==> config.mk <==
export PLATFORM = sky130hd
export DESIGN_NAME = aabb_cmp
export DESIGN_NICKNAME = d
export VERILOG_FILES = /design/src/aabb_pkg.sv /design/src/aabb_cmp.sv
export SDC_FILE = /design/constraint.sdc
export NUM_CORES = 1
export LEC_CHECK = 0
export ABC_AREA = 1
export BUFFER_PORTS_ARGS = -buffer_cell sky130_fd_sc_hd__buf_2
export CORE_AREA = 5 5 224 226
export DETAILED_ROUTE_END_ITERATION = 10
export DIE_AREA = 0 0 229 231
export PLACE_DENSITY = 0.41
export SLEW_MARGIN = 5
export SYNTH_ARGS = -nofsm -noshare
export SYNTH_HDL_FRONTEND = slang
export SYNTH_SLANG_ARGS = --single-unit
==> constraint.sdc <==
create_clock -name vclk -period 1.12
set_input_delay 0 -clock vclk [all_inputs]
set_output_delay 0 -clock vclk [all_outputs]
set_load 0.05 [all_outputs]
==> src/aabb_pkg.sv <==
`timescale 1ns / 1ps
`default_nettype none
// ----------------------------------------------------------------------------
// AABB broad phase package
// Transaction types, stored entry layout and function codes shared by the
// broad phase modules.
// ----------------------------------------------------------------------------
package aabb_pkg;

   localparam logic FUNC_CLEAR = 1'b0;
   localparam logic FUNC_ADD   = 1'b1;

   typedef struct packed {
      logic               func;
      logic        [31:0] entity_id;
      logic signed [31:0] min_x;
      logic signed [31:0] min_y;
      logic signed [31:0] min_z;
      logic signed [31:0] max_x;
      logic signed [31:0] max_y;
      logic signed [31:0] max_z;
      logic        [31:0] layer_bits;
      logic        [31:0] mask_bits;
   } req_type;

   typedef struct packed {
      logic [31:0] earlier_entity;
      logic [31:0] later_entity;
      logic        dropped;
      logic        last;
   } rsp_type;

   typedef struct packed {
      logic        [31:0] entity;
      logic signed [31:0] min_x;
      logic signed [31:0] min_y;
      logic signed [31:0] min_z;
      logic signed [31:0] max_x;
      logic signed [31:0] max_y;
      logic signed [31:0] max_z;
      logic        [31:0] layer;
      logic        [31:0] mask;
   } entry_type;

endpackage
`default_nettype wire

==> src/aabb_cmp.sv <==
`timescale 1ns / 1ps
`default_nettype none
// ----------------------------------------------------------------------------
// AABB pair test unit
// Layer/mask filter (either direction may match) and inclusive signed overlap test on
// all three axes between one stored box and the box being added.
// ----------------------------------------------------------------------------
module aabb_cmp (
   input  aabb_pkg::entry_type stored,
   input  aabb_pkg::req_type   item,
   output logic                hit
);

   logic layer_ok;
   logic ovl_x;
   logic ovl_y;
   logic ovl_z;

   always_comb begin
      layer_ok = ((stored.layer & item.mask_bits) != 32'd0) ||
                 ((item.layer_bits & stored.mask) != 32'd0);
      ovl_x = ($signed(stored.min_x) <= $signed(item.max_x)) &&
              ($signed(item.min_x) <= $signed(stored.max_x));
      ovl_y = ($signed(stored.min_y) <= $signed(item.max_y)) &&
              ($signed(item.min_y) <= $signed(stored.max_y));
      ovl_z = ($signed(stored.min_z) <= $signed(item.max_z)) &&
              ($signed(item.min_z) <= $signed(stored.max_z));
      hit = layer_ok && ovl_x && ovl_y && ovl_z;
   end

endmodule
`default_nettype wire

Yosys cells after proc, flatten, opt, wreduce, memory -nomap -nowiden
Index checks and enable logic that the tools add are counted.
Storage, ports and cells
  input bits: 577
  bits in registers: 0
  output and inout bits: 1
Cells by class
  magnitude comparators: 6
  reduce and logical (&&, ||, !) cells: 9
  bitwise operators: 2
Operator list (number)
  $le 32x32->1: 6
  $and 32x32->32: 2
  $reduce_bool 32->1: 2
  $logic_and 1x1->1: 6
  $logic_or 1x1->1: 1

Depth between registers and ports, before layout
Gate-level depths: netlist (run 1).
  depth in word-level cells: 6
  mapped depth: 19
  gate-level depth less buffers: 19

Worst setup path after synthesis (run 1)
No wires, ideal clock.
  path kind: in2out
  start point: in item[159] in the netlist's numbering
  end point: out hit
  setup slack: -660 ps
  data arrival time: 1780 ps
  data required time: 1120 ps
  stages on the path: 12
  buffers on the path: 0
  cell sequence: inv_1 ha_1 nand2_2 nor2_4 nand4_2 nor3b_2 nand2_1 nand2_1 nand2_1 nand3_1 nand3_1 nor2_1
On the way
  word-level cells in the longest chain between the ends: 5
Ends and longest elaborated chain
  start: declaration: RTL line aabb_cmp.sv:10  | input aabb_pkg::req_type item,
  $le 32x32->1: RTL line aabb_cmp.sv:22  | ovl_x = ($signed(stored.min_x) <= $signed(item.max_x)) &&
  $logic_and 1x1->1: RTL line aabb_cmp.sv:22
  $logic_and 1x1->1 (3 in series): RTL line aabb_cmp.sv:28  | hit = layer_ok && ovl_x && ovl_y && ovl_z;
  end: declaration: RTL line aabb_cmp.sv:11  | output logic hit
No other way between the ends.

Final worst setup path (run 1)
  start point: in stored[79] in the netlist's numbering
  end point: out hit
On the way
  word-level cells in the longest chain between the ends: 3
Ends and longest elaborated chain
  start: declaration: RTL line aabb_cmp.sv:9  | input aabb_pkg::entry_type stored,
  $le 32x32->1: RTL line aabb_cmp.sv:27  | ($signed(item.min_z) <= $signed(stored.max_z));
  $logic_and 1x1->1: RTL line aabb_cmp.sv:26  | ovl_z = ($signed(stored.min_z) <= $signed(item.max_z)) &&
  $logic_and 1x1->1: RTL line aabb_cmp.sv:28
No other way between the ends.

==> results.md, run 1 <==
* Die height at 231 um
* Yosys warning total at 0
* WL/cell at 13.30 um
* GRT Total Usage at 9.638%
* Die area at 0.05290 sq mm
* FFs & Latches at 0
* Vias per inst at 3.616
* Final nets at 2,244
* Fin crit period at 1.736 ns
* Leak at 5.962 nW
* Core area at 0.04814 sq mm
* Crit-path cells: buf_2 -> inv_1 -> ha_1 -> a21oi_1 -> o21ai_0 -> a21oi_1 -> nand2_1 -> nand2_1 -> nand3_1 -> nand3_2 -> nand2_2 -> inv_2 -> nand2_2 -> nor2_4 -> buf_12
* CP max-delay cell: ha_1
* Vias in the first global route at 8,048
* Top cell type by total area after synthesis: ha_1
* Run status: complete, but fails checks
* Relative slew slack at 70.80%
* CP required at 1.12 ns
* Worst-Margin Slew at 0.4341 ns
* Type of origin of the critical path: input pin
* RSZ-0062 raised after global routing: yes
* Global-route wire length before repair at 41,630 um
* Starting Density at 11.58%
* Syn nets at 1,692
* Post-route ant nets at 0
* Final Instance Area at 0.009677 sq mm
* Row count at 81
* Most frequent cell after synthesis: nand2_1
* Share of cells above drive strength 1 at 43.11%
* Fin. max-slew vios at 0
* Initial antenna violation count at 1
* Netlist cell types at 24
* Critical path's largest stage delay at 0.31 ns
* Placed Area at 0.009304 sq mm
* Initial DRC count at 171
* Register area at 0 sq um
* Synth Instances at 923
* Vias at 7,580
* Buffers on Ports at 513
* Final Hold Fails at 0
* Max_cap viols at 0
* CLK BUF at 0
* Most frequent cells after synthesis: 249 x nand2_1, 225 x inv_1, 192 x ha_1
* DRT Pass-1 Iters at 4
* Worst Path Arrival at 1.74 ns
* Drt drc at 0
* Worst Setup End Kind: output pin
* Type of the worst setup path: input pin to output pin
* Area contributors post-synth: ha_1 43%, nand2_1 17%, inv_1 15%, a21oi_1 8.3%, nand4_1 3.4%
* Syn Area/Cell at 6.038 sq um
* Final setup viols at 1
* Max Clock Freq at 0.5761 GHz
* Hold WS at 0.8606 ns
* Final setup TNS at -0.6159 ns
* Sequential-to-total area share from yosys stat at 0%
* Gpl congestion at 0.9350
* Die Wd at 229 um
* Final cycle utilization of the critical path at 155.0%
* Max FO, Critical Path at 2
* Failing checks: negative setup slack
* Grt ovf at 0
* Cell area after synthesis at 0.005573 sq mm
* Worst vdd ir at 0.1273 mV
* Largest net degree at the start of global routing at 4
* Routed wire length at 27,890 um
* Dpl ws at -1.134 ns
* Worst Slack Setup Final at -0.6159 ns
* Pwr per Cell Area at 331.9 mW/mm^2
* Post-DP HPWL at 27,020 um
* Area grow syn2layout at 73.64%
* Min-Delay Path Class: input pin to output pin
* Share of the synthesized area in the top cell type at 43.11%
* Io pins at 578
-- per-layer routing --
layer | vias to the layer above | part of all wire (%) | GRT usage [%]
met5 | - | 0 | 0
met4 | 0 | 1.2 | 0.9773
met3 | 14 | 8.7 | 2.411
met2 | 312 | 48 | 17.33
met1 | 3184 | 42 | 12.06
li1 | 4070 | - | -
-- through the flow --
step	utilization [%]	cells	power, mW
6_report	20.10	2096	3.212
5_1_grt	20.10	2096	3.725
4_1_cts	19.70	2095	3.200
3_5_place_dp	19.33	2095	3.082
3_3_place_gp	19.33	2095	3.058
2_1_floorplan	-	923	1.480
-- worst max-delay path, delay by kind of cell --
family	cells	cell delay (ns)
AO/OA/AOI/OAI	3	0.51
adder cells (fa/ha/maj)	1	0.31
buffers and inverters	4	0.31
AND/OR/NAND/NOR	7	0.61
-- what timing repair did --
item                                    in CTS  in global routing
endpoints found under the setup margin       1                  1
setup buffers                                1                  0
resized for setup                           38                 36
pin swaps                                   18                 22
hold buffers                                 0                  0
-- worst paths after layout --
check                   from  end  slack, ns  cells past startpoint
setup / recovery  stored[79]  hit      -0.62                     15
hold / removal     item[190]  hit       0.86                     10
-- layout make-up --
type,count,area [sq um]
timing repair buffer,550,2929
fill,5565,38460
tap,622,778.2
multi-input combinational,690,5072
inverter,233,894.6
antenna,1,2.502
-- cells in the final DEF, fill, tap and decap left out, types with 3 or more instances in the layout --
master and n:
a21o_1 3, a21oi_1 88, a21oi_2 4, buf_2 504, buf_4 35, buf_6 7
buf_8 3, clkinv_1 5, ha_1 175, ha_4 17, inv_1 211, inv_2 12
inv_4 3, nand2_1 236, nand2_2 14, nand3_1 13, nand3_2 6, nand4_1 30
nor2_1 38, nor2_2 9, nor2_4 5, nor4_1 4, o21a_1 12, o21ai_0 15
o21ai_1 5
-- cells by family (layout without fill, tap and decap cells) --
| logic type | after synthesis | after routing | synth area share (%) |
|---|---|---|---|
| adders and majority gates | 192 | 192 | 43.11 |
| other | 0 | 1 | 0 |
| buffers and inverters | 233 | 783 | 15.69 |
| AOI/OAI and AO/OA | 130 | 130 | 12.48 |
| and+or+nand+nor | 368 | 368 | 28.72 |
-- power by group --
group | leakage, nW | total [mW] | internal (mW) | switching, mW
Sequential | 0 | 0 | 0 | 0
Clock | 0.00000634 | 0.000000119 | 0.000000119 | 0
Combinational | 5.96 | 3.21 | 1.64 | 1.57
Power figures use the tool's default switching activity.
==> inputs of run 2 (changes only) <==
--- a/config.mk
+++ b/config.mk
@@ -7,9 +7,10 @@
 export LEC_CHECK = 0
 export ABC_AREA = 1
 export BUFFER_PORTS_ARGS = -buffer_cell sky130_fd_sc_hd__buf_2
-export CORE_AREA = 5 5 224 226
+export CORE_AREA = 5 5 221 223
 export DETAILED_ROUTE_END_ITERATION = 10
-export DIE_AREA = 0 0 229 231
+export DIE_AREA = 0 0 226 228
+export GPL_TIMING_DRIVEN = 0
 export PLACE_DENSITY = 0.41
 export SLEW_MARGIN = 5
 export SYNTH_ARGS = -nofsm -noshare
==> constraint.sdc (replaced) <==
create_clock -name vclk -period 2.26
set_input_delay 0 -clock vclk [all_inputs]
set_output_delay 0 -clock vclk [all_outputs]
set_load 0.05 [all_outputs]
==> run 2 against run 1 <==
Compared with the run above: the flow now finishes without violations; combinational power fell by 57%; cell area down 7.6%; power is 57% lower; worst setup slack better by 0.93 ns; worst hold slack lost 0.13 ns; via count down 2.9%; die area shrank 2.6%; first-iteration DRC count is 28% lower; count of clock-buffer cells in the layout is the same; flip-flop and latch count unchanged.
==> results.md, run 2 (synthesized netlist as in run 1, its figures left out) <==
* Max Clock Freq at 0.5136 GHz
* CP max-delay cell: ha_1
* # Post-CTS Setup Buffers at 0
* DRT Pass-1 Iters at 4
* Crit-path cells: buf_2 -> inv_1 -> ha_1 -> nand2_1 -> nor2_2 -> nand2_1 -> nor4_4 -> nand2_1 -> nand2_1 -> nand2_1 -> nand3_1 -> nand2_1 -> inv_1 -> nand2_2 -> nor2_2 -> buf_6
* Die Wd at 226 um
* Worst Setup End Kind: output pin
* Vias in the first global route at 7,466
* Core area at 0.04636 sq mm
* WL/cell at 12.77 um
* Commonest non-fill, non-tap cells in the layout: 512 x buf_2, 248 x nand2_1, 225 x inv_1
* Dpl ws at -0.1417 ns
* Placed Area at 0.008900 sq mm
* Grt ovf at 0
* Final cycle utilization of the critical path at 86.15%
* Type of origin of the critical path: input pin
* Area grow syn2layout at 60.53%
* Io pins at 578
* CLK BUF at 0
* Gpl congestion at 0.8401
* Largest net degree at the start of global routing at 5
* GRT Total Usage at 9.205%
* CP required at 2.26 ns
* Drt drc at 0
* Post-DP HPWL at 25,570 um
* FFs & Latches at 0
* Worst Slack Setup Final at 0.3130 ns
* Fin crit period at 1.947 ns
* Max FO, Critical Path at 4
* Max_cap viols at 0
* Non-filler cells, final at 2,048
* Hold WS at 0.7309 ns
* Post-route ant nets at 0
* Die height at 228 um
* Final Hold Fails at 0
* Final Instance Area at 0.008946 sq mm
* Type of the worst setup path: input pin to output pin
* Placed insts at 2,043
* Vias at 7,360
* Buffers on Ports at 513
* Worst-Margin Slew at 1.199 ns
* Pwr per Cell Area at 153.5 mW/mm^2
* Register area at 0 sq um
* Leak at 5.740 nW
* Starting Density at 12.02%
* Initial antenna violation count at 9
* Most common cell after layout, fill and taps aside: buf_2
* Relative slew slack at 19.31%
* Final nets at 2,207
* Die area at 0.05153 sq mm
* Run status: finished clean
* Min-Delay Path Class: input pin to output pin
* Global-route wire length before repair at 38,200 um
* RSZ-0062 raised after global routing: no
* Critical path's largest stage delay at 0.34 ns
* Worst Path Arrival at 1.95 ns
* Initial DRC count at 123
* Fin. max-slew vios at 0
* Final setup viols at 0
* Most common cell on crit path: nand2_1
* Worst vdd ir at 0.05214 mV
* Routed wire length at 26,150 um
* Vias per inst at 3.594
* Row count at 79
* Share of cells above drive strength 1 at 37.53%
-- run 2: per-stage QoR --
step	power (mW)	TNS, ns	utilization (%)
final	1.373	0	19.30
after global routing	1.608	0	19.30
after CTS	1.408	0	19.23
after detailed placement	1.395	-0.1417	19.20
after global placement	1.370	-0.1056	19.20
after floorplan	0.7176	0	-
-- run 2: power breakdown --
group	internal [mW]	switching, mW	total, mW
registers	0	0	0
logic	0.696	0.678	1.37
clock network	0.000000297	0	0.000000297
total	0.696	0.678	1.37
-- run 2: critical path: cells and delay by family --
family | cells | cell delay, ns
adder cells (fa/ha/maj) | 1 | 0.34
buffers and inverters | 4 | 0.35
AND/OR/NAND/NOR | 11 | 1.26
-- run 2: routing by layer --
layer | wire [um] | global-route usage, % | vias up | share of wire (%)
met5 | 27 | 0 | - | 0.10
met4 | 152 | 0.9835 | 4 | 0.58
met3 | 2635 | 2.286 | 16 | 10
met2 | 13280 | 18.10 | 332 | 51
met1 | 10060 | 10.16 | 3006 | 38
li1 | - | - | 4002 | -
-- run 2: timing repair --
item,CTS,global route
hold buffers,0,0
setup endpoints to repair,1,1
gates resized for setup,3,4
pin swaps,0,1
endpoints found under the hold margin,0,0
-- run 2: path summary, 6_finish.rpt --
kind	startpoint	end	slack, ns	depth (start not counted)
worst max-delay path	item[127]	hit	0.31	16
worst min-delay path	stored[191]	hit	0.73	8
-- run 2: area by class of cell --
class	instances	area, sq um
inverters	233	874.6
diodes	5	12.51
well taps	607	759.5
repair buffers	513	2574
multi-input cells	690	4726
fillers	5436	37410
==> inputs of run 3 (changes only) <==
--- a/config.mk
+++ b/config.mk
@@ -5,14 +5,14 @@
 export SDC_FILE = /design/constraint.sdc
 export NUM_CORES = 1
 export LEC_CHECK = 0
-export ABC_AREA = 1
 export BUFFER_PORTS_ARGS = -buffer_cell sky130_fd_sc_hd__buf_2
 export CORE_AREA = 5 5 221 223
 export DETAILED_ROUTE_END_ITERATION = 10
 export DIE_AREA = 0 0 226 228
 export GPL_TIMING_DRIVEN = 0
-export PLACE_DENSITY = 0.41
+export PLACE_DENSITY = 0.4
 export SLEW_MARGIN = 5
 export SYNTH_ARGS = -nofsm -noshare
 export SYNTH_HDL_FRONTEND = slang
 export SYNTH_SLANG_ARGS = --single-unit
+export TNS_END_PERCENT = 5
==> run 3 against run 2 <==
Compared with the run above: worst setup slack got worse by 0.31 ns; flip-flop and latch count unchanged; die area unchanged; cell area decreased by 0.88%; critical path depth decreased by 4; synthesized cell count decreased by 21%; non-clock buffer count increased by 4; synthesized area decreased by 6.3%; final cell count decreased by 9.4%; core utilization decreased by 0.17 points; critical path type unchanged.
==> results.md, run 3 <==
* Netlist cell types at 40
* FFs & Latches at 0
* Footprint of the multi-input gates at 0.004713 sq mm
* Placed insts at 1,847
* Worst Path Arrival at 2.26 ns
* Compound-cell area share of the yosys netlist at 23.86%
* Area contributors post-synth: ha_1 46%, inv_1 14%, a21oi_1 6.9%, nand4_1 4.8%, nand2_1 3.3%
* Fin. max-slew vios at 0
* Int Pwr at 0.7399 mW
* CP required at 2.26 ns
* Main combinational cell family by area after synthesis: adder cells
* Clk pwr share at 0%
* Min-Delay Path Class: input pin to output pin
* Seq pwr share at 0%
* Vias in the first global route at 7,540
* Core area at 0.04636 sq mm
* Area grow syn2layout at 69.75%
* Share of the synthesized area in the top cell type at 45.99%
* Type of origin of the critical path: input pin
* Vias per inst at 3.792
* Most common cell after layout, fill and taps aside: buf_2
* GRT Total Usage at 10.91%
* Leak at 5.355 nW
* Global-route wire length before repair at 43,700 um
* Syn Area/Cell at 7.185 sq um
* Most frequent cell after synthesis: inv_1
* Starting Density at 11.27%
* Io pins at 578
* Row count at 79
* Yosys warning total at 0
* Type of the worst setup path: input pin to output pin
* Die area at 0.05153 sq mm
* Vias at 7,035
* Met2 usage at 19.37%
* Fin crit period at 2.260 ns
* Max FO, Critical Path at 2
* Dpl ws at -1.278 ns
* Max_cap viols at 0
* Post-synthesis simple-gate area fraction at 15.16%
* Pwr per Cell Area at 160.7 mW/mm^2
* Worst Slack Setup Final at 0.0004059 ns
* Top cell type by total area after synthesis: ha_1
* Sw frac at 48.06%
* Post-Synth XOR/XNOR Area at 0.1677%
* Met3 Usage GRT at 3.108%
* Sw power at 0.6847 mW
* Share of cells above drive strength 1 at 44.29%
* RSZ-0062 raised after global routing: yes
* Final Hold Fails at 0
* Sequential-to-total area share from yosys stat at 0%
* Worst-Margin Slew at 0.6231 ns
* CTS Hold Bufs at 0
* Relative slew slack at 58.21%
* Final cycle utilization of the critical path at 99.98%
* Post-DP HPWL at 29,560 um
* Die height at 228 um
* Gpl congestion at 0.8297
* DRT Pass-1 Iters at 6
* Drt drc at 0
* Total power at 1.425 mW
* WL/cell at 16.37 um
* Cell area after synthesis at 0.005224 sq mm
* Die Wd at 226 um
* Largest net degree at the start of global routing at 5
* Most frequent cells after synthesis: 198 x inv_1, 192 x ha_1, 72 x a21oi_1
* Non-filler cells, final at 1,855
* Initial antenna violation count at 15
* Grt ovf at 0
* Worst vdd ir at 0.05553 mV
* Syn nets at 1,496
* Run status: finished clean
* Buffers on Ports at 513
* Max Clock Freq at 0.4426 GHz
* Comb pwr share at 100.0%
* Final setup viols at 0
* Routed wire length at 30,370 um
* Register area at 0 sq um
* Worst Setup End Kind: output pin
* Filler instances at 5,365
* Synth Instances at 727
* Final setup TNS at 0 ns
* CLK BUF at 0
* Final nets at 2,015
* Layer with the highest usage: met2
* Met1 Track Usage GR at 13.88%
* Initial DRC count at 203
* Post-route ant nets at 0
* Multiplexer area fraction after synthesis at 0.5988%
* Synth Area in Adders at 45.99%
* Commonest non-fill, non-tap cells in the layout: 509 x buf_2, 195 x inv_1, 182 x ha_1
[run 3: cell types whose count changed after synthesis, sizes merged, moves of 16 or more]
| cell | before | now |
|---|---|---|
| nand2 | 253 | 46 |
| nor2 | 52 | 9 |
| inv | 228 | 198 |
| a21o | 3 | 22 |
| a21oi | 92 | 73 |
| a221oi | 0 | 19 |
| a22o | 0 | 16 |
[run 3: timing repair]
| action | in CTS | in global routing |
|---|---|---|
| pin swaps | 20 | 19 |
| endpoints found under the setup margin | 1 | 1 |
| gates resized for setup | 33 | 10 |
| buffers inserted | 4 | 1 |
[run 3: routing by layer]
layer,part of all wire (%),vias up
li1,-,3646
met1,42,3079
met2,47,274
met3,9.9,22
met4,0.41,14
met5,0.29,-
[run 3: cell type report]
type / count / area share (%)
multi-input cells: 529 / 53.15
well taps: 607 / 8.565
inverters: 198 / 8.410
repair buffers: 517 / 29.76
diodes: 4 / 0.1129
[run 3: through the flow]
| stage | utilization (%) | hold slack, ns | area [sq um] |
|---|---|---|---|
| after global placement | 18.44 | 0.8197 | 8551 |
| after global routing | 19.11 | 0.8197 | 8857 |
| after floorplan | - | 0.6043 | 5224 |
| after CTS | 18.86 | 0.7885 | 8742 |
| after detailed placement | 18.44 | 0.8273 | 8551 |
| final | 19.13 | 0.7574 | 8867 |
[run 3: cells by family after synthesis]
group	Yosys count
multiplexers	3
AND/OR/NAND/NOR	147
AO/OA/AOI/OAI	186
adder cells (fa/ha/maj)	192
buffers and inverters	198
XOR/XNOR	1
[run 3: path summary, 6_finish.rpt]
check,from,to,cells after the start
worst min-delay path,item[223],hit,7
worst max-delay path,stored[137],hit,12
[run 3: worst max-delay path, cell delays in order]
cell and delay (ns):
buf_6 0.09, inv_4 0.04, ha_4 0.19, a21o_1 0.15, a21o_1 0.16, a221oi_2 0.21, o211ai_1 0.18, a211o_1 0.34
mux2i_4 0.22, a31oi_4 0.24, and4_1 0.26, buf_6 0.17
[run 3: power by group through the flow]
stage                     sequential [mW]  combinational [mW]    clock, mW
after floorplan                         0               0.657            0
after global placement                  0                1.36            0
after detailed placement                0                1.38            0
after CTS                               0                1.43            0
after global routing                    0                1.63            0
final                                   0                1.42  0.000000239
